[config.mk]
export PLATFORM = sky130hd
export DESIGN_NAME = iirdf1_tap_cell
export DESIGN_NICKNAME = d
export VERILOG_FILES = /design/src/rtl/core/iir_filter_direct_form_one_unit_defines.svh /design/src/rtl/core/iirdf1_pkg.sv /design/src/rtl/core/iirdf1_tap_cell.sv
export SDC_FILE = /design/constraint.sdc
export NUM_CORES = 1
export LEC_CHECK = 0
export BUFFER_PORTS_ARGS = -buffer_cell sky130_fd_sc_hd__buf_2
export CORE_MARGIN = 3
export CORE_UTILIZATION = 35
export CTS_CLUSTER_SIZE = 30
export DETAILED_ROUTE_END_ITERATION = 12
export HOLD_SLACK_MARGIN = 0.15
export PLACE_DENSITY = 0.6
export SYNTH_ARGS = -nofsm -noshare
export SYNTH_HDL_FRONTEND = slang
export SYNTH_SLANG_ARGS = --single-unit
[constraint.sdc]
create_clock -name clk -period 10.49 [get_ports clk]
set_clock_uncertainty 0.15 [all_clocks]
set_input_delay 2.098 -clock clk [delete_from_list [all_inputs] [get_ports clk]]
set_output_delay 2.098 -clock clk [all_outputs]
set_load 0.05 [all_outputs]
[src/rtl/core/iir_filter_direct_form_one_unit_defines.svh]
// Assertion macros for the direct-form-I IIR filter unit.
`ifndef IIR_FILTER_DIRECT_FORM_ONE_UNIT_DEFINES_SVH
`define IIR_FILTER_DIRECT_FORM_ONE_UNIT_DEFINES_SVH

// Same-cycle implication, checked out of reset.
`define IIRDF1_ASSERT_NOW(label, ante, cons) \
  label: assert property (@(posedge clk) disable iff (!rst_n) (ante) |-> (cons)) \
    else $error("iir filter check failed");

// Next-cycle implication, checked out of reset.
`define IIRDF1_ASSERT_NEXT(label, ante, cons) \
  label: assert property (@(posedge clk) disable iff (!rst_n) (ante) |=> (cons)) \
    else $error("iir filter check failed");

`endif

[src/rtl/core/iirdf1_pkg.sv]
// Types, constants and register indexes shared by the IIR filter files.
package iirdf1_pkg;

  localparam int SAMPLE_W   = 16;
  localparam int COEF_W     = 16;
  localparam int COEF_EXT_W = COEF_W + 1;
  localparam int PROD_W     = SAMPLE_W + COEF_EXT_W;
  localparam int ACC_W      = PROD_W + 5;
  localparam int FRAC_BITS  = 12;
  localparam int ROUND_HALF = 2048;

  localparam int FEED_TAPS_DEF = 4;
  localparam int BACK_TAPS_DEF = 4;

  localparam int NUM_REGS  = 8;
  localparam int REG_IDX_W = $clog2(NUM_REGS);

  typedef logic signed [SAMPLE_W-1:0]   sample_t;
  typedef logic signed [COEF_W-1:0]     coef_t;
  typedef logic signed [COEF_EXT_W-1:0] coef_ext_t;
  typedef logic signed [PROD_W-1:0]     prod_t;
  typedef logic signed [ACC_W-1:0]      acc_t;
  typedef logic [REG_IDX_W-1:0]         reg_idx_t;

  // Register map: feedforward b0..b3, then feedback a1..a4.
  localparam reg_idx_t REG_FEED0 = 3'd0;
  localparam reg_idx_t REG_BACK1 = 3'd4;

  localparam coef_t FEED0_RESET = 16'sd4096;

  typedef struct packed {
    sample_t sample;
    logic    sat;
  } result_t;

endpackage

[src/rtl/core/iirdf1_tap_cell.sv]
// One tap cell: holds a history sample, weights it and adds to the running sum.
module iirdf1_tap_cell (
  input  logic                  clk,
  input  logic                  rst_n,
  input  logic                  advance,
  input  iirdf1_pkg::sample_t   hist_in,
  input  iirdf1_pkg::coef_ext_t coef,
  input  iirdf1_pkg::acc_t      psum_in,
  output iirdf1_pkg::sample_t   hist_out,
  output iirdf1_pkg::acc_t      psum_out
);
  import iirdf1_pkg::*;

  sample_t hist_r;
  sample_t hist_nxt;
  prod_t   prod;

  always_comb begin
    hist_nxt = advance ? hist_in : hist_r;
  end

  always_ff @(posedge clk) begin
    if (!rst_n) begin
      hist_r <= '0;
    end else begin
      hist_r <= hist_nxt;
    end
  end

  assign prod     = coef * hist_r;
  assign psum_out = psum_in + acc_t'(prod);
  assign hist_out = hist_r;

endmodule

# ---- Yosys cells after proc, flatten, opt, wreduce, memory -nomap -nowiden
# Index checks and enable logic that the tools add are counted.
dict set report word_totals {
  regBits 16
  latchBits 0
  ramBits 0
  romBits 0
  in_bits 74
  out_inout_bits 54
  word_cells 3
  mem_count 0
}
dict set report op_classes {
  addsub 1
  n_mul 1
  div_mod_pow 0
  order_cmp 0
  n_eq_ne 0
  n_shift 0
  n_mux 0
  n_bitwise 0
  n_reduce_logical 0
}
# op count
set ops {}
lappend ops {{$add 38x33->38} 1}
lappend ops {{$mul 17x16->33} 1}

# ---- Depth between registers and ports, before layout
dict set report logic_depth {
  word_depth 2
  depth_mapped 24
  ltp_nobuf 23
}

# ---- Worst setup path before layout
# No wires, ideal clock.
dict set report synth_path {
  path_type {in2out}
  from {in coef[16]}
  to {out psum_out[34]}
  arrival_ps 8190
  required_ps 8242
  setup_slack_ps 52
  cell_stages 21
  n_path_buf 1
  path_cell_list {clkbuf_1 -> nand2_1 -> inv_1 -> fa_1 -> fa_1 -> inv_1 -> fa_1 -> inv_1 -> fa_1 -> fa_1 -> inv_1 -> fa_1 -> inv_1 -> ha_1 -> a21o_1 -> a21o_1 -> a21o_1 -> a211oi_1 -> o21bai_1 -> a221o_1 -> xor2_1}
}
dict set report synth_between {
  elab_chain_cells 2
}
# element line_no
set synth_lines {}
lappend synth_lines {{start: declaration} iirdf1_tap_cell.sv:7} ;# input iirdf1_pkg::coef_ext_t coef,
lappend synth_lines {{$mul 17x16->33} iirdf1_tap_cell.sv:30} ;# assign prod = coef * hist_r;
lappend synth_lines {{$add 38x33->38} iirdf1_tap_cell.sv:31} ;# assign psum_out = psum_in + acc_t'(prod);
lappend synth_lines {{end: declaration} iirdf1_tap_cell.sv:10} ;# output iirdf1_pkg::acc_t psum_out
# Every way passes these cells.

# ---- Worst setup path in the final report
dict set report layout_path {
  from {in coef[13]}
  to {out psum_out[35]}
}
# Same word-level chain as after synthesis.

==> results.json <==
{
  "critical-path-top-delay-family": "adder cells",
  "reg2reg_setup_slack_ps": 9070,
  "tightest_slew_ps": 925,
  "synth_xor_area_frac": 0.0273,
  "rsz0062_at_grt": "false",
  "cts.sinks": 16,
  "met3WireLength_mm": 1.37,
  "max_stage_delay_ps": 540,
  "syn_inst": 1383,
  "dpl.hpwl_mm": 27.6,
  "syn_nets": 1901,
  "portBuffers": 127,
  "grt_max_degree": 20,
  "drtPass1Iterations": 4,
  "core_region_area_um2": 35800,
  "layout-drive-gt1-share": 0.123,
  "routedWlPerCell_um": 16.1,
  "grt_overflow": 0,
  "crit_buf_inv": 9,
  "dr_wl_met2_mm": 16.6,
  "mostFrequentLayoutCells": "inv_1 (393), fa_1 (332), nand2_1 (143)",
  "ff_latch_area_um2": 320,
  "holdBufCountCts": 0,
  "min-delay-path-class": "reg2reg",
  "drc": 0,
  "num-fill-cells": 3552,
  "path_clk_slew_ps": 50,
  "grt_usage": 0.170,
  "timing.fmax_ghz": 0.0977,
  "status": "finished clean",
  "top_layer": "met4",
  "die_y_um": 198,
  "routabilityCongestion": 0.856,
  "clk_latency_ps": 250,
  "start_util": 0.359,
  "synth_top_flop_cell": "dfxtp_1",
  "synth-seq-cells": 16,
  "fin_tns_setup_ps": 0,
  "numCtsBuffers": 3,
  "setup_viol": 0,
  "antenna_found_initial": 0,
  "root_buffer": "clkbuf_16",
  "multi_input_comb_area_um2": 11000,
  "post_synth_num_cell_types": 45,
  "drtIter0Drc": 354,
  "ctsHtreeMaxLevel": 1,
  "yosysWarnings": 0,
  "ioPinCount": 128,
  "synth_fa_ha_area_frac": 0.627,
  "avgSynthCellArea_um2": 9.29,
  "syn_to_final_growth_pct": 12.0,
  "cp.required_ps": 8240,
  "routed_wl_mm": 31.7,
  "cts_tree": "built",
  "grt_pass1_vias": 10300,
  "largest_reg_flops": 16,
  "final_common_cell": "inv_1",
  "synthMuxAreaShare": 0.0125,
  "grt_pass1_wl_mm": 53.8,
  "max-cap-violations": 0,
  "syn_area_um2": 12800,
  "synth_simple_gate_area_frac": 0.137,
  "arrival_ps": 7980,
  "cp-start-kind": "input pin",
  "die_w_um": 198,
  "num_antenna_cells": 0,
  "synth_compound_area_frac": 0.0452,
  "clock_path_buffers": 2,
  "critPathSlowestCell": "fa_1",
  "drv_slew": 0,
  "ys_seq_area_frac": 0.0249,
  "synth_top_family_by_area": "adder cells",
  "crit_type": "in2out",
  "fin_crit_sh": 0.975,
  "postRouteAntennaNets": 0,
  "dieArea_um2": 39000,
  "hold_violations": 0,
  "via_count": 9160,
  "final_nets": 2028,
  "endpoint_kind": "output port",
  "ys_async_sr_fraction": 0,
  "num_rows": 69,
  "wl_met1_mm": 13.3,
  "period_needed_ps": 10230,
  "slew_headroom": 0.382,
  "cpMostUsedCell": "fa_1",
  "cp_max_fo": 6,
  "synth_edf_count": 0,
  "viasPerCell": 4.65
}
==> routing by layer <==
layer  track usage  up-vias
met5             0        -
met4        0.0223        0
met3        0.0119       26
met2         0.315      217
met1         0.225     4675
li1              -     4242
==> area by class of cell <==
cell class / count / area share
tap: 461 / 0.0401
sequential: 16 / 0.0223
multi-input combinational: 935 / 0.762
clock buffer: 4 / 0.00618
timing repair buffer: 161 / 0.0669
inverter: 393 / 0.103
==> worst register-to-register path: cells and delay by family (launching register included) <==
kind	cells	cell delay [ps]
flip-flops	1	890
multiplexers	1	160
AND/OR/NAND/NOR	1	150
==> per-stage QoR <==
step	hold slack (ps)	area, µm²	setup slack (ps)	std cells	utilization
final	572	14400	259	1970	0.401
after global routing	626	14400	1.59	1970	0.401
after CTS	591	14200	47.5	1967	0.397
after detailed placement	581	14100	61.0	1963	0.395
after global placement	560	14100	107	1963	0.395
after floorplan	651	12800	51.9	1383	-
==> worst paths after layout <==
path | start | to | depth (start not counted)
worst min register to register | hist_out[15] | hist_out[15] | 2
worst max register to register | hist_out[6] | hist_out[6] | 2
worst max-delay path | coef[13] | psum_out[35] | 25
worst min-delay path | hist_out[15] | hist_out[15] | 2
==> what timing repair did <==
action / 4_1_cts / 5_1_grt
resized for setup: 0 / 44
buffers inserted: 0 / 3
endpoints found under the setup margin: 0 / 17
==> Yosys cell counts (15+ instances only) <==
cell / number / area share
inv_1: 393 / 0.11
fa_1: 333 / 0.52
nand2_1: 143 / 0.042
and2_1: 121 / 0.059
ha_1: 111 / 0.11
nor2_1: 40 / 0.012
clkbuf_1: 38 / 0.011
xnor2_1: 32 / 0.022
a21oi_1: 25 / 0.0097
nor2b_1: 18 / 0.0088
dfxtp_1: 16 / 0.025
mux2i_1: 16 / 0.012
a21o_1: 15 / 0.0088
==> cell families (layout without fill, tap and decap cells) <==
family / Yosys count / in the layout
AOI/OAI and AO/OA: 83 / 83
xor gates and xnor gates: 40 / 40
adders and majority gates: 444 / 444
buffers and inverters: 432 / 558
DFF: 16 / 16
muxes: 16 / 16
and+or+nand+nor: 352 / 352
Power is left out: the tool's default activity adds up to more than one toggle a clock period on the data nets, which glitch-free logic cannot reach.
