<file path="src/rtl/core/iir_filter_direct_form_one_unit_defines.svh">
// Assertion macros for the direct-form-I IIR filter unit.
`ifndef IIR_FILTER_DIRECT_FORM_ONE_UNIT_DEFINES_SVH
`define IIR_FILTER_DIRECT_FORM_ONE_UNIT_DEFINES_SVH

// Same-cycle implication, checked out of reset.
`define IIRDF1_ASSERT_NOW(label, ante, cons) \
  label: assert property (@(posedge clk) disable iff (!rst_n) (ante) |-> (cons)) \
    else $error("iir filter check failed");

// Next-cycle implication, checked out of reset.
`define IIRDF1_ASSERT_NEXT(label, ante, cons) \
  label: assert property (@(posedge clk) disable iff (!rst_n) (ante) |=> (cons)) \
    else $error("iir filter check failed");

`endif

</file>
<file path="src/rtl/core/iirdf1_pkg.sv">
// Types, constants and register indexes shared by the IIR filter files.
package iirdf1_pkg;

  localparam int SAMPLE_W   = 16;
  localparam int COEF_W     = 16;
  localparam int COEF_EXT_W = COEF_W + 1;
  localparam int PROD_W     = SAMPLE_W + COEF_EXT_W;
  localparam int ACC_W      = PROD_W + 5;
  localparam int FRAC_BITS  = 12;
  localparam int ROUND_HALF = 2048;

  localparam int FEED_TAPS_DEF = 4;
  localparam int BACK_TAPS_DEF = 4;

  localparam int NUM_REGS  = 8;
  localparam int REG_IDX_W = $clog2(NUM_REGS);

  typedef logic signed [SAMPLE_W-1:0]   sample_t;
  typedef logic signed [COEF_W-1:0]     coef_t;
  typedef logic signed [COEF_EXT_W-1:0] coef_ext_t;
  typedef logic signed [PROD_W-1:0]     prod_t;
  typedef logic signed [ACC_W-1:0]      acc_t;
  typedef logic [REG_IDX_W-1:0]         reg_idx_t;

  // Register map: feedforward b0..b3, then feedback a1..a4.
  localparam reg_idx_t REG_FEED0 = 3'd0;
  localparam reg_idx_t REG_BACK1 = 3'd4;

  localparam coef_t FEED0_RESET = 16'sd4096;

  typedef struct packed {
    sample_t sample;
    logic    sat;
  } result_t;

endpackage

</file>
<file path="src/rtl/core/iirdf1_out_buf.sv">
// Two-entry output buffer: output register plus skid register.
module iirdf1_out_buf (
  input  logic                clk,
  input  logic                rst_n,
  input  logic                push,
  input  iirdf1_pkg::result_t push_data,
  output logic                can_push,
  output logic                out_valid,
  input  logic                out_ready,
  output iirdf1_pkg::result_t out_data
);
  import iirdf1_pkg::*;

  logic    out_vld_r, out_vld_nxt;
  logic    skid_vld_r, skid_vld_nxt;
  result_t out_r, out_nxt;
  result_t skid_r, skid_nxt;
  logic    load;

  assign can_push  = ~skid_vld_r;
  assign out_valid = out_vld_r;
  assign out_data  = out_r;

  always_comb begin
    load         = ~out_vld_r | out_ready;
    out_vld_nxt  = out_vld_r;
    skid_vld_nxt = skid_vld_r;
    out_nxt      = out_r;
    skid_nxt     = skid_r;
    if (load) begin
      if (skid_vld_r) begin
        out_nxt      = skid_r;
        out_vld_nxt  = 1'b1;
        skid_vld_nxt = 1'b0;
      end else if (push) begin
        out_nxt     = push_data;
        out_vld_nxt = 1'b1;
      end else begin
        out_vld_nxt = 1'b0;
      end
    end else if (push) begin
      skid_nxt     = push_data;
      skid_vld_nxt = 1'b1;
    end
  end

  always_ff @(posedge clk) begin
    if (!rst_n) begin
      out_vld_r  <= 1'b0;
      skid_vld_r <= 1'b0;
    end else begin
      out_vld_r  <= out_vld_nxt;
      skid_vld_r <= skid_vld_nxt;
    end
  end

  always_ff @(posedge clk) begin
    out_r  <= out_nxt;
    skid_r <= skid_nxt;
  end

endmodule
</file>
<file path="config.mk">
export PLATFORM = sky130hd
export DESIGN_NAME = iirdf1_out_buf
export DESIGN_NICKNAME = d
export VERILOG_FILES = /design/src/rtl/core/iir_filter_direct_form_one_unit_defines.svh /design/src/rtl/core/iirdf1_pkg.sv /design/src/rtl/core/iirdf1_out_buf.sv
export SDC_FILE = /design/constraint.sdc
export NUM_CORES = 1
export LEC_CHECK = 0
export ABC_AREA = 1
export BUFFER_PORTS_ARGS = -buffer_cell sky130_fd_sc_hd__buf_4
export CORE_MARGIN = 1.5
export CORE_UTILIZATION = 47
export CTS_BUF_LIST = sky130_fd_sc_hd__clkbuf_8
export DETAILED_ROUTE_END_ITERATION = 6
export PLACE_DENSITY = 0.87
export RECOVER_POWER = 25
export SYNTH_ARGS = -nofsm -noshare
export SYNTH_HDL_FRONTEND = slang
export SYNTH_SLANG_ARGS = --single-unit
</file>
<file path="constraint.sdc">
create_clock -name clk -period 1.8 [get_ports clk]
set_input_delay 0.27 -clock clk [delete_from_list [all_inputs] [get_ports clk]]
set_output_delay 0.27 -clock clk [all_outputs]
set_load 0.01 [all_outputs]
</file>
* Yosys cells after proc, flatten, opt, wreduce, memory -nomap -nowiden
Index checks and enable logic that the tools add are counted.
** Storage, ports and cells
- Register bits after elaboration :: 36
- Output and inout port bits :: 19
** Operators by class
- Muxes and demuxes :: 4
- Bitwise gates (word level) :: 5
- Reduce and logical (&&, ||, !) cells :: 4
** Operators with widths (count)
- $mux W17 :: 2
- $not A1 Y1 :: 4
- $reduce_and A2 Y1 :: 2
- $mux W1 :: 2
- $reduce_bool A2 Y1 :: 1
- $reduce_or A2 Y1 :: 1
- $or A1 B1 Y1 :: 1

* Depth between registers and ports, before layout
- Depth in word-level cells :: 4
- Gate-level depth with buffers :: 4
- Depth with buffers taken out :: 3

* Worst setup path after synthesis
No wires, ideal clock.
- Kind :: reg2reg
- Start :: register skid_vld_r
- End :: register out_r, in the netlist out_data[0], enable pin
- Setup slack :: -0.002 ns
- Data required time :: 1.403 ns
- Period minus slack after synthesis :: 1.802 ns
- Path buffers :: 1
- Library setup time :: 0.397 ns
- Cell stages (with the launch flop) :: 4
- Arrival time :: 1.406 ns
- Cells stage by stage :: dfxtp_1 > buf_6 > nor2_1 > a21oi_1
** On the way
- Longest elaborated chain between the ends :: 2
** Ends and longest elaborated chain
- from (decl) :: RTL line iirdf1_out_buf.sv:15 : logic skid_vld_r, skid_vld_nxt;
- from (signal assigned) :: RTL line iirdf1_out_buf.sv:53 : skid_vld_r <= skid_vld_nxt;
- $reduce_bool A2 Y1 (no line)
- $reduce_and A2 Y1 (no line)
- to (signal assigned) :: RTL line iirdf1_out_buf.sv:58 : out_r <= out_nxt;
- to (decl) :: RTL line iirdf1_out_buf.sv:16 : result_t out_r, out_nxt;
Every way passes these cells.
A chain may end at the register's enable or synchronous reset.

* Worst setup path after layout
- Start :: register skid_vld_r
- End :: output port can_push
** On the way
- Longest elaborated chain between the ends :: 1
** Ends and longest elaborated chain
- $not A1 Y1 :: RTL line iirdf1_out_buf.sv:20 : assign can_push = ~skid_vld_r;
- to (decl) :: RTL line iirdf1_out_buf.sv:7 : output logic can_push,
Every way passes these cells.

==> summary.md <==
| Metric | Value |
|---|---|
| YS warnings | `0` |
| Sequential cell area fraction in the yosys report | `0.793` |
| Clk_skew | `4.89 ps` |
| GR Util met3 | `0.0783` |
| Reg2Reg Capture Point | `out_data[0]` |
| Routed WL | `2350 µm` |
| Worst hold slack | `197 ps` |
| Area of the core | `2730 µm²` |
| Post-CTS setup buffers | `0` |
| Startpoint types | `register` |
| Setup TNS | `0 ps` |
| # hold bufs at CTS | `0` |
| Syn avg cell area | `13.5 µm²` |
| I/O pin cnt | `40` |
| Critical Path AT | `1220 ps` |
| Leakage | `0.725 nW` |
| Final antenna-violating net count | `0` |
| Initial DRC count | `17` |
| Port buffer count | `39` |
| Root Driver | `clkbuf_8` |
| CTS Buf Count | `5` |
| Multiplexer area fraction after synthesis | `0` |
| Worst setup EP type | `primary output` |
| Worst-Skew Late Latency | `280 ps` |
| CP Class | `reg2out` |
| R2r startpoint | `skid_vld_r` |
| Commonest non-fill, non-tap cell in the layout | `nand2_1` |
| Ant diodes | `0` |
| Post-Syn Area | `1340 µm²` |
| Slew @ Worst Pin | `277 ps` |
| Chip Width | `56.3 µm` |
| Fillcell total | `207` |
| Compound-Gate Fraction of Synth Area | `0.00748` |
| Fin cells | `177` |
| Largest family of logic cells by synthesized area | `simple AND/OR/NAND/NOR gates` |
| DRC viols | `0` |
| DIE AREA | `3170 µm²` |
| Max Cap Violations | `0` |
| RSZ-0062 raised after global routing | `no` |
| Hold Crit Class | `in2reg` |
| Most frequent cells in the layout | `nand2_1 (51), edfxtp_1 (34), buf_4 (22)` |
| Pwr dens | `959 nW/µm²` |
| Post-synthesis cell type count | `13` |
| Simple-gate share of the synthesized area | `0.162` |
| Gr usage total | `0.163` |
| Syn nets | `120` |
| Layout overhead on the synthesized area | `27.3%` |
| Worst vdd ir | `0.750 mV` |
| CTS Sinks | `36` |
| Reg2Reg Depth | `4` |
| Drt pass-1 iters | `4` |
| Congestion Overflow GR | `0` |
| Worst-path clk slew | `60 ps` |
| Maximum root-to-sink buffer count | `2` |
| Initial antenna violation count | `0` |
| Minimum clock period | `1490 ps` |
| Worst slew margin relative to its limit | `0.815` |
| Largest net degree at the start of global routing | `19` |
| Starting density of the core | `0.489` |
| Status | `finished, final reports clean` |
| Reg2Reg Setup Slack | `640 ps` |
| Routed wire per std cell | `13.3 µm` |
| Met1 GRT Util | `0.165` |
| Final Max Tran Viols | `0` |
| Data required, critical path | `1530 ps` |
| Synth Area in Adders | `0` |
| Placed instance count | `169` |
| Via count | `856` |
| Hold Crit Start | `push_data[7]` |
| Period utilization | `0.830` |
| FMAX | `669 MHz` |
| Vias in the first global route | `863` |
| H-Tree Depth | `2` |
| Most used routing layer | `met2` |
| Synth Area in XOR/XNOR | `0` |
| Core Rows | `19` |
| First-pass GRT wire length | `3710 µm` |
| Flops & latches, synth | `36` |
| Met2 usage | `0.284` |
| CP Max Fanout | `18` |
| Vias per inst | `4.84` |
| TritonCTS clock tree | `yes` |
| Detailed placement HPWL | `1730 µm` |
| # setup viols final | `0` |
| Die height | `56.3 µm` |
| # nets final | `166` |
| Gpl congestion | `0.748` |
| Hold path cells | `1` |
| Cells after Synth | `99` |
| Post-cts resize count | `0` |
| Fin. Hold Viols | `0` |
| WHS Endpoint | `skid_r[7]` |
| Layout cell share with drive strength beyond 1 | `0.288` |
==> cells in the mapped netlist <==
master,number,area share
a21oi_1,1,0.0037
nor2_1,2,0.0056
nand3_1,1,0.0037
o21ai_0,1,0.0037
inv_2,1,0.0028
nand2_1,51,0.14
inv_1,1,0.0028
and3_1,1,0.0047
dfxtp_1,2,0.030
buf_12,1,0.015
edfxtp_1,34,0.76
buf_6,2,0.017
nand2_2,1,0.0047
==> kinds of logic after synthesis <==
kind of cell / count (synthesis)
AND/OR/NAND/NOR: 56
AO/OA/AOI/OAI: 2
buffers and inverters: 5
flip-flops: 36
==> through the flow <==
step	power (W)	worst slack, ps	area [µm²]	util
2_1_floorplan	0.00106	374	1340	-
3_3_place_gp	0.00114	637	1650	0.605
3_5_place_dp	0.00115	608	1650	0.605
4_1_cts	0.00167	293	1730	0.634
5_1_grt	0.00171	230	1700	0.623
6_report	0.00163	305	1700	0.623
==> final cells by class <==
type	count	area (µm²)	share of cell area
clock inverter	3	11.3	0.00661
multi-input combinational	58	230	0.135
clock buffer	5	68.8	0.0404
tap	31	38.8	0.0228
inverter	2	7.51	0.00441
timing repair buffer	42	285	0.168
sequential	36	1060	0.623
==> critical path, cell delays in order, from the launching register on <==
cell	delay, ps
dfxtp_1	320
buf_4	200
inv_2	240
buf_4	180
==> flip-flops by register name, summed over array words and instances, names as in the netlist <==
name        count
skid_r         17
out_valid       1
out_data       17
skid_vld_r      1
==> worst max-delay path by stage <==
stage | startpoint | to | slack (ps) | cells past startpoint
final | skid_vld_r | can_push | 310 | 3
after global routing | skid_vld_r | can_push | 230 | 3
after CTS | skid_vld_r | can_push | 290 | 3
after detailed placement | skid_vld_r | can_push | 610 | 3
after global placement | skid_vld_r | can_push | 640 | 3
after floorplan | skid_vld_r | out_data[0] | 370 | 3
==> per-layer routing <==
layer | wire, µm | part of all wire | vias to the layer above
met5 | 0 | 0 | -
met4 | 41 | 0.017 | 0
met3 | 78 | 0.033 | 5
met2 | 1300 | 0.56 | 25
met1 | 925 | 0.39 | 401
li1 | - | - | 425
==> power breakdown <==
group | switching (W) | internal (W)
clock network | 0.000253 | 0.000257
logic | 0.0000766 | 0.0000681
registers | 0.0000122 | 0.000966
Power figures use the tool's default switching activity.
