`src/rtl/core/iir_filter_direct_form_one_unit_defines.svh`:
```
// Assertion macros for the direct-form-I IIR filter unit.
`ifndef IIR_FILTER_DIRECT_FORM_ONE_UNIT_DEFINES_SVH
`define IIR_FILTER_DIRECT_FORM_ONE_UNIT_DEFINES_SVH

// Same-cycle implication, checked out of reset.
`define IIRDF1_ASSERT_NOW(label, ante, cons) \
  label: assert property (@(posedge clk) disable iff (!rst_n) (ante) |-> (cons)) \
    else $error("iir filter check failed");

// Next-cycle implication, checked out of reset.
`define IIRDF1_ASSERT_NEXT(label, ante, cons) \
  label: assert property (@(posedge clk) disable iff (!rst_n) (ante) |=> (cons)) \
    else $error("iir filter check failed");

`endif

```
`src/rtl/core/iirdf1_pkg.sv`:
```
// Types, constants and register indexes shared by the IIR filter files.
package iirdf1_pkg;

  localparam int SAMPLE_W   = 16;
  localparam int COEF_W     = 16;
  localparam int COEF_EXT_W = COEF_W + 1;
  localparam int PROD_W     = SAMPLE_W + COEF_EXT_W;
  localparam int ACC_W      = PROD_W + 5;
  localparam int FRAC_BITS  = 12;
  localparam int ROUND_HALF = 2048;

  localparam int FEED_TAPS_DEF = 4;
  localparam int BACK_TAPS_DEF = 4;

  localparam int NUM_REGS  = 8;
  localparam int REG_IDX_W = $clog2(NUM_REGS);

  typedef logic signed [SAMPLE_W-1:0]   sample_t;
  typedef logic signed [COEF_W-1:0]     coef_t;
  typedef logic signed [COEF_EXT_W-1:0] coef_ext_t;
  typedef logic signed [PROD_W-1:0]     prod_t;
  typedef logic signed [ACC_W-1:0]      acc_t;
  typedef logic [REG_IDX_W-1:0]         reg_idx_t;

  // Register map: feedforward b0..b3, then feedback a1..a4.
  localparam reg_idx_t REG_FEED0 = 3'd0;
  localparam reg_idx_t REG_BACK1 = 3'd4;

  localparam coef_t FEED0_RESET = 16'sd4096;

  typedef struct packed {
    sample_t sample;
    logic    sat;
  } result_t;

endpackage

```
`src/rtl/core/iirdf1_quant.sv`:
```
// Round the Q11.27 sum to Q1.15 and saturate to 16 bits.
module iirdf1_quant (
  input  iirdf1_pkg::acc_t    acc,
  output iirdf1_pkg::result_t res
);
  import iirdf1_pkg::*;

  localparam int QW = ACC_W - FRAC_BITS;

  acc_t               rnd;
  logic signed [QW-1:0] q;
  logic               in_range;

  always_comb begin
    rnd      = acc + acc_t'(ROUND_HALF);
    q        = rnd[ACC_W-1:FRAC_BITS];
    // in range when all bits above the sample's sign bit match it
    in_range = (&q[QW-1:SAMPLE_W-1]) | ~(|q[QW-1:SAMPLE_W-1]);
    res.sat  = ~in_range;
    if (in_range) begin
      res.sample = q[SAMPLE_W-1:0];
    end else if (q[QW-1]) begin
      res.sample = {1'b1, {(SAMPLE_W-1){1'b0}}};
    end else begin
      res.sample = {1'b0, {(SAMPLE_W-1){1'b1}}};
    end
  end

endmodule

```
`config.mk`:
```
export PLATFORM = sky130hd
export DESIGN_NAME = iirdf1_quant
export DESIGN_NICKNAME = d
export VERILOG_FILES = /design/src/rtl/core/iir_filter_direct_form_one_unit_defines.svh /design/src/rtl/core/iirdf1_pkg.sv /design/src/rtl/core/iirdf1_quant.sv
export SDC_FILE = /design/constraint.sdc
export NUM_CORES = 1
export LEC_CHECK = 0
export BUFFER_PORTS_ARGS = -buffer_cell sky130_fd_sc_hd__clkbuf_2
export CAP_MARGIN = 20
export CORE_MARGIN = 1.5
export CORE_UTILIZATION = 30
export DETAILED_ROUTE_END_ITERATION = 8
export GPL_ROUTABILITY_DRIVEN = 0
export GPL_TIMING_DRIVEN = 0
export SYNTH_ARGS = -nofsm -noshare
export SYNTH_HDL_FRONTEND = slang
export SYNTH_SLANG_ARGS = --single-unit
```
`constraint.sdc`:
```
create_clock -name vclk -period 4.9
set_clock_uncertainty 0.15 [all_clocks]
set_input_delay 1.47 -clock vclk [all_inputs]
set_output_delay 1.47 -clock vclk [all_outputs]
set_load 0.01 [all_outputs]
```
# Word-level counts from Yosys, hierarchy flattened
# Cells that the tools add are included.
[word_totals]
output_inout_bits = 17
latchBits = 0
rom_bits = 0
inputBits = 38
memories = 0
ramBits = 0
regBits = 0
[classes]
div_mod_pow = 0
n_lt_le_gt_ge = 0
n_addsub = 1
bitwise = 3
n_reduce_logical = 2
n_eq_ne = 0
shift = 0
n_mux = 2
n_mul = 0
[ops]
columns = ["op", "count"]
rows = [
  ["$add A38 B13 Y38 const B", 1],
  ["$mux W16", 2],
  ["$reduce_and A11 Y1", 1],
  ["$reduce_or A11 Y1", 1],
  ["$not A1 Y1", 2],
  ["$or A1 B1 Y1", 1],
]

# Longest topological paths before layout
# Gate-level depths: netlist of run 1.
[logic_depth]
word_depth = 5
depth_mapped = 11
mapped_depth_nobuf = 9

# Worst setup path before layout of run 1
# OpenSTA, ideal clock, no wires.
[synth_timing]
kind = "in2out"
from = "input acc[18]"
to = "output res[10] in the netlist's numbering"
arrival_time_ns = 3.663
t_required_ns = 3.280
cell_stages = 11
path_buffers = 3
path_slack_ns = -0.383
cell_sequence = "buf_2 -> nand4_1 -> or4_4 -> nor4_4 -> xor2_2 -> a21oi_1 -> nand4_1 -> o31a_1 -> buf_6 -> buf_8 -> mux2i_1"
[synth_rtl]
columns = ["element", "line", "rtl"]
rows = [
  ["start, declared", "iirdf1_quant.sv:3", "input iirdf1_pkg::acc_t acc,"],
  ["end, declared", "iirdf1_quant.sv:4", "output iirdf1_pkg::result_t res"],
]

==> results of run 1 <==
stage by stage:
stage                     util [%]  area (µm²)
after floorplan                  -        1030
after global placement        45.7        1270
after CTS                     55.3        1540
after global routing          63.6        1770
final                         63.6        1770
after detailed placement      45.7        1270
cell usage in the layout (no fill, tap or decap), types with 4 or more instances in the layout:
master    synthesis  final
xnor2_1           9      9
nand2_1          13     12
nand4_1           5      5
clkbuf_8          0      6
buf_6             1     15
clkbuf_2          0      9
nor4_4            1      4
mux2i_4           0      9
buf_2             1      9
buf_4             0     21
xor2_1            8      8
mux2i_1          17      8
nor2_1            8      7
nand3_1          12     10
and3_1            7      4
layer usage:
metal	vias to the layer above	share of wire [%]	global-route usage (%)
met5	-	0	0
met4	0	1.3	0.997
met3	4	4.9	0.907
met2	45	54	34.6
met1	573	40	22.2
li1	605	-	-
path summary, 6_finish.rpt:
check	start	endpoint	cells past startpoint
setup / recovery	acc[14]	res[5]	13
hold / removal	acc[17]	res[6]	4
power groups by stage:
| stage | sequential (W) | clock, W | combinational, W |
|---|---|---|---|
| after global routing | 0 | 0 | 0.000107 |
| after detailed placement | 0 | 0 | 0.0000715 |
| after CTS | 0 | 0 | 0.0000844 |
| final | 0 | 0 | 0.0000998 |
| after global placement | 0 | 0 | 0.0000698 |
| after floorplan | 0 | 0 | 0.0000405 |
area by class of cell:
cell class	count	area, µm²
repair buffers	63	561
inverters	3	11.3
well taps	31	38.8
multi-input cells	117	1080
fillers	248	1010
plain buffers	6	80.1
kinds of logic (layout without fill, tap and decap cells):
family | Yosys count | count (layout) | synth area share [%]
AO/OA/AOI/OAI | 14 | 14 | 10.3
XOR/XNOR | 18 | 18 | 18.6
adder cells (fa/ha/maj) | 1 | 1 | 1.41
buffers and inverters | 9 | 72 | 6.06
multiplexers | 17 | 17 | 19.2
AND/OR/NAND/NOR | 67 | 67 | 44.4
timing repair:
action	in CTS	in global routing
resized for setup	20	73
hold buffers	0	0
pin swaps	2	9
endpoints found under the setup margin	17	17
buffers inserted	13	9
cloned	1	0
==> impl_metrics.toml, run 1 <==
[routing]
ant_nets = 0
firstDrtPassIters = 4
drt-total-wl_um = 3200
drt_iter0_drc = 18
viasPerCell = 5.58
wl_per_cell_um = 14.6
drc = 0
num_vias = 1227

[run]
cap_violations = 0

[critical_path]
cpMaxStageDelayCell = "a211o_1"
slowest_delay_ns = 0.31
crit_top_cell = "buf_6"
arrival_ns = 3.80
path_class = "in -> out"
crit_buf_inv = 6
start_kind = "input port"
cpLargestDelayFamily = "buffers and inverters"
crit_path_max_fanout = 4
cp.required_ns = 3.28
path_cells = "clkbuf_4, nand4_4, buf_6, or2_4, nor4_4, o21ai_1, a211o_1, o31a_1, buf_6, buf_12, buf_4, mux2i_1, buf_2"
cp-end-kind = "output port"

[synthesis]
synth.area.top_cells = "mux2i_1 19%, xnor2_1 8.9%, xor2_1 7.9%"
ys_types = 36
ys_warn_count = 0
avgSynthCellArea_um2 = 7.04
syn_inst = 126
syn_area_um2 = 887
syn-num-nets = 165
synth_largest_area_cell = "mux2i_1"
synth.most_common_cell = "mux2i_1"
seq_area_frac_synth_pct = 0
synth_common_cells = "17 x mux2i_1, 13 x nand2_1, 12 x nand3_1, 9 x xnor2_1"
synth_top_area_share_pct = 19.2

[grt]
grt-ovfl-total = 0
grt_pass1_vias = 1082
antenna_found_initial = 0
grt_usage_pct = 17.8
grt_pass1_wl_um = 4840
grt_max_degree = 11

[finish]
fin_cells = 220
nets = 230
seq_cell_count = 0
area_delta_synth_final_pct = 99.4
nClkBuffers = 0
drive_gt1_share_pct = 53.4
ff_latch_area_um2 = 0
antenna_cells = 0

[timing]
max_slew_margin_pct = 74.8
hold_violations = 0
finalCritPeriodShare_pct = 111
fin_crit_ns = 5.42
max_freq_mhz = 184
slew_viol_final = 0
hold_slack_ns = 3.21
worstMarginPinSlew_ns = 0.378
fin_ws_ns = -0.520
fin_tns_setup_ns = -6.82
setup_viol = 17
rsz0062_at_grt = "yes"

[floorplanning]
fp.dieW_um = 57.4
core_um2 = 2780
num_rows = 19
initial_core_util_pct = 31.9
die_h_um = 57.4
ios = 55
die-area_um2 = 3290

[power_and_ir_drop]
ir_drop_v = 0.0000434
power_leakage_nw = 0.748
p_sw_w = 0.0000484
internal_power_w = 0.0000514
p_comb_share_pct = 100.0
seqPwrFrac_pct = 0
power.density_nw_per_um2 = 56.4
finalPower_w = 0.0000998
clockPowerShare_pct = 0
swShare_pct = 48.5

[worst_hold_path]
hp-class = "in -> out"

[outcome]
violations = "negative setup slack"
status = "finished, violations left"

[placed_design]
dp.cells = 198
numPortBuffers = 41
hpwl_um = 2230
place_ws_ns = -0.808
Power figures use the tool's default switching activity.
==> run 2, diff against run 1 <==
--- a/config.mk
+++ b/config.mk
@@ -7,6 +7,7 @@
 export LEC_CHECK = 0
 export BUFFER_PORTS_ARGS = -buffer_cell sky130_fd_sc_hd__clkbuf_2
 export CAP_MARGIN = 20
+export CORE_ASPECT_RATIO = 1.5
 export CORE_MARGIN = 1.5
 export CORE_UTILIZATION = 30
 export DETAILED_ROUTE_END_ITERATION = 8
==> run 2 against run 1 <==
Effect of this change: the flow still finishes with violations (negative setup slack); total power is 2.6% higher; worst setup slack improved by 0.011 ns; maximum frequency rose by 0.21%; sequential share of layout area stayed put.
==> impl_metrics.toml, run 2 (same netlist as run 1, synthesis figures left out) <==
[outcome]
status = "finished, violations left"
violations = "negative setup slack"

[grt]
grt_pass1_vias = 1066
antenna_found_initial = 0
grt_max_degree = 11
use_met3_pct = 0.781
grt_pass1_wl_um = 4630
grt-ovfl-total = 0
grt_usage_pct = 17.6
grt_use_met2_pct = 34.4
top_usage_layer = "met2"
met1_usage_pct = 19.7

[run]
cap_violations = 0

[power_and_ir_drop]
internal_power_w = 0.0000541
p_sw_w = 0.0000483
power.density_nw_per_um2 = 58.0
clockPowerShare_pct = 0
seqPwrFrac_pct = 0
power_leakage_nw = 0.750
swShare_pct = 47.2
ir_drop_v = 0.0000293
p_comb_share_pct = 100.0

[floorplanning]
num_rows = 24
fp.dieW_um = 47.4
core_um2 = 2850
die_h_um = 69.6
ios = 55
initial_core_util_pct = 31.1
die-area_um2 = 3300

[placed_design]
hpwl_um = 2290
numPortBuffers = 41
place_area_um2 = 1280

[critical_path]
path_cells = "buf_8, ha_4, nand4_1, or4_4, nor4_4, xor2_2, a21oi_2, nand4_1, o31a_1, buf_6, buf_12, buf_12, mux2i_4, clkbuf_2"
cpMaxStageDelayCell = "or4_4"
cp-end-kind = "output port"
cp.required_ns = 3.28
crit_path_max_fanout = 5
crit_buf_inv = 5
slowest_delay_ns = 0.55
start_kind = "input port"
path_class = "in -> out"
cpLargestDelayFamily = "simple AND/OR/NAND/NOR gates"
arrival_ns = 3.79

[finish]
seq_cell_count = 0
nClkBuffers = 0
nFillCells = 251
layout_common_cells = "21 x buf_4, 14 x buf_6, 13 x nand2_1"
antenna_cells = 0
ff_latch_area_um2 = 0
nets = 232
final_core_util_pct = 61.8
postLayoutCellArea_um2 = 1760
drive_gt1_share_pct = 51.8
area_delta_synth_final_pct = 98.9
layout_commonest_cell = "buf_4"

[routing]
num_vias = 1213
drc = 0
ant_nets = 0
viasPerCell = 5.27
wl_per_cell_um = 14.6
drt-total-wl_um = 3360
firstDrtPassIters = 4
drt_iter0_drc = 29

[timing]
fin_crit_ns = 5.41
finalCritPeriodShare_pct = 110
slew_viol_final = 0
max_slew_margin_pct = 77.6
max_freq_mhz = 185
setup_viol = 16
fin_ws_ns = -0.509
worstMarginPinSlew_ns = 0.336
rsz0062_at_grt = "yes"
hold_violations = 0

[worst_hold_path]
hp-class = "in -> out"
==> run 2: cell types whose count changed in the layout (fill, tap and decap cells not counted), sizes merged <==
| cell | previous run | this run |
|---|---|---|
| clkbuf | 17 | 12 |
| buf | 52 | 59 |
==> run 2: final cells by class <==
| cell class | instances | area, µm² | area share, % |
|---|---|---|---|
| multi-input cells | 117 | 1050 | 59.5 |
| repair buffers | 65 | 569 | 32.3 |
| plain buffers | 6 | 85.1 | 4.82 |
| well taps | 39 | 48.8 | 2.77 |
| inverters | 3 | 11.3 | 0.638 |
==> run 2: stage by stage <==
stage,hold slack [ns],cells,total power (W),TNS [ns],setup WS [ns]
floorplan,2.98,126,0.0000405,-2.92,-0.259
global placement,3.21,206,0.0000703,-11.30,-0.789
detailed placement,3.21,206,0.0000719,-11.98,-0.829
CTS,3.21,217,0.0000815,-8.33,-0.580
global route,3.19,230,0.000109,-8.21,-0.603
finish,3.18,230,0.000102,-6.73,-0.509
==> run 2: worst min-delay path: cells and delay by family <==
| family | cells | cell delay, ns |
|---|---|---|
| muxes | 1 | 0.06 |
| xor gates and xnor gates | 1 | 0.10 |
| buffers and inverters | 2 | 0.23 |
==> run 2: power groups by stage <==
stage                     clock network [W]   logic, W  registers [W]
after floorplan                           0  0.0000405              0
after global placement                    0  0.0000703              0
after detailed placement                  0  0.0000719              0
after CTS                                 0  0.0000815              0
after global routing                      0   0.000109              0
final                                     0   0.000102              0
==> run 2: final timing paths <==
| path | cells past startpoint | to | slack, ns | startpoint |
|---|---|---|---|---|
| worst max-delay path | 14 | res[7] | -0.51 | acc[12] |
| worst min-delay path | 4 | res[3] | 3.18 | acc[14] |
==> run 2: layer usage <==
layer	up-vias	share of wire [%]
met2	37	61
met4	0	0
met1	573	35
li1	603	-
met3	0	4.0
met5	-	0
==> run 2: what timing repair did <==
item	4_1_cts	5_1_grt
setup buffers	10	13
cloned	1	1
gates resized for setup	20	79
pin swaps	6	10
endpoints found under the setup margin	17	17
hold buffers	0	0
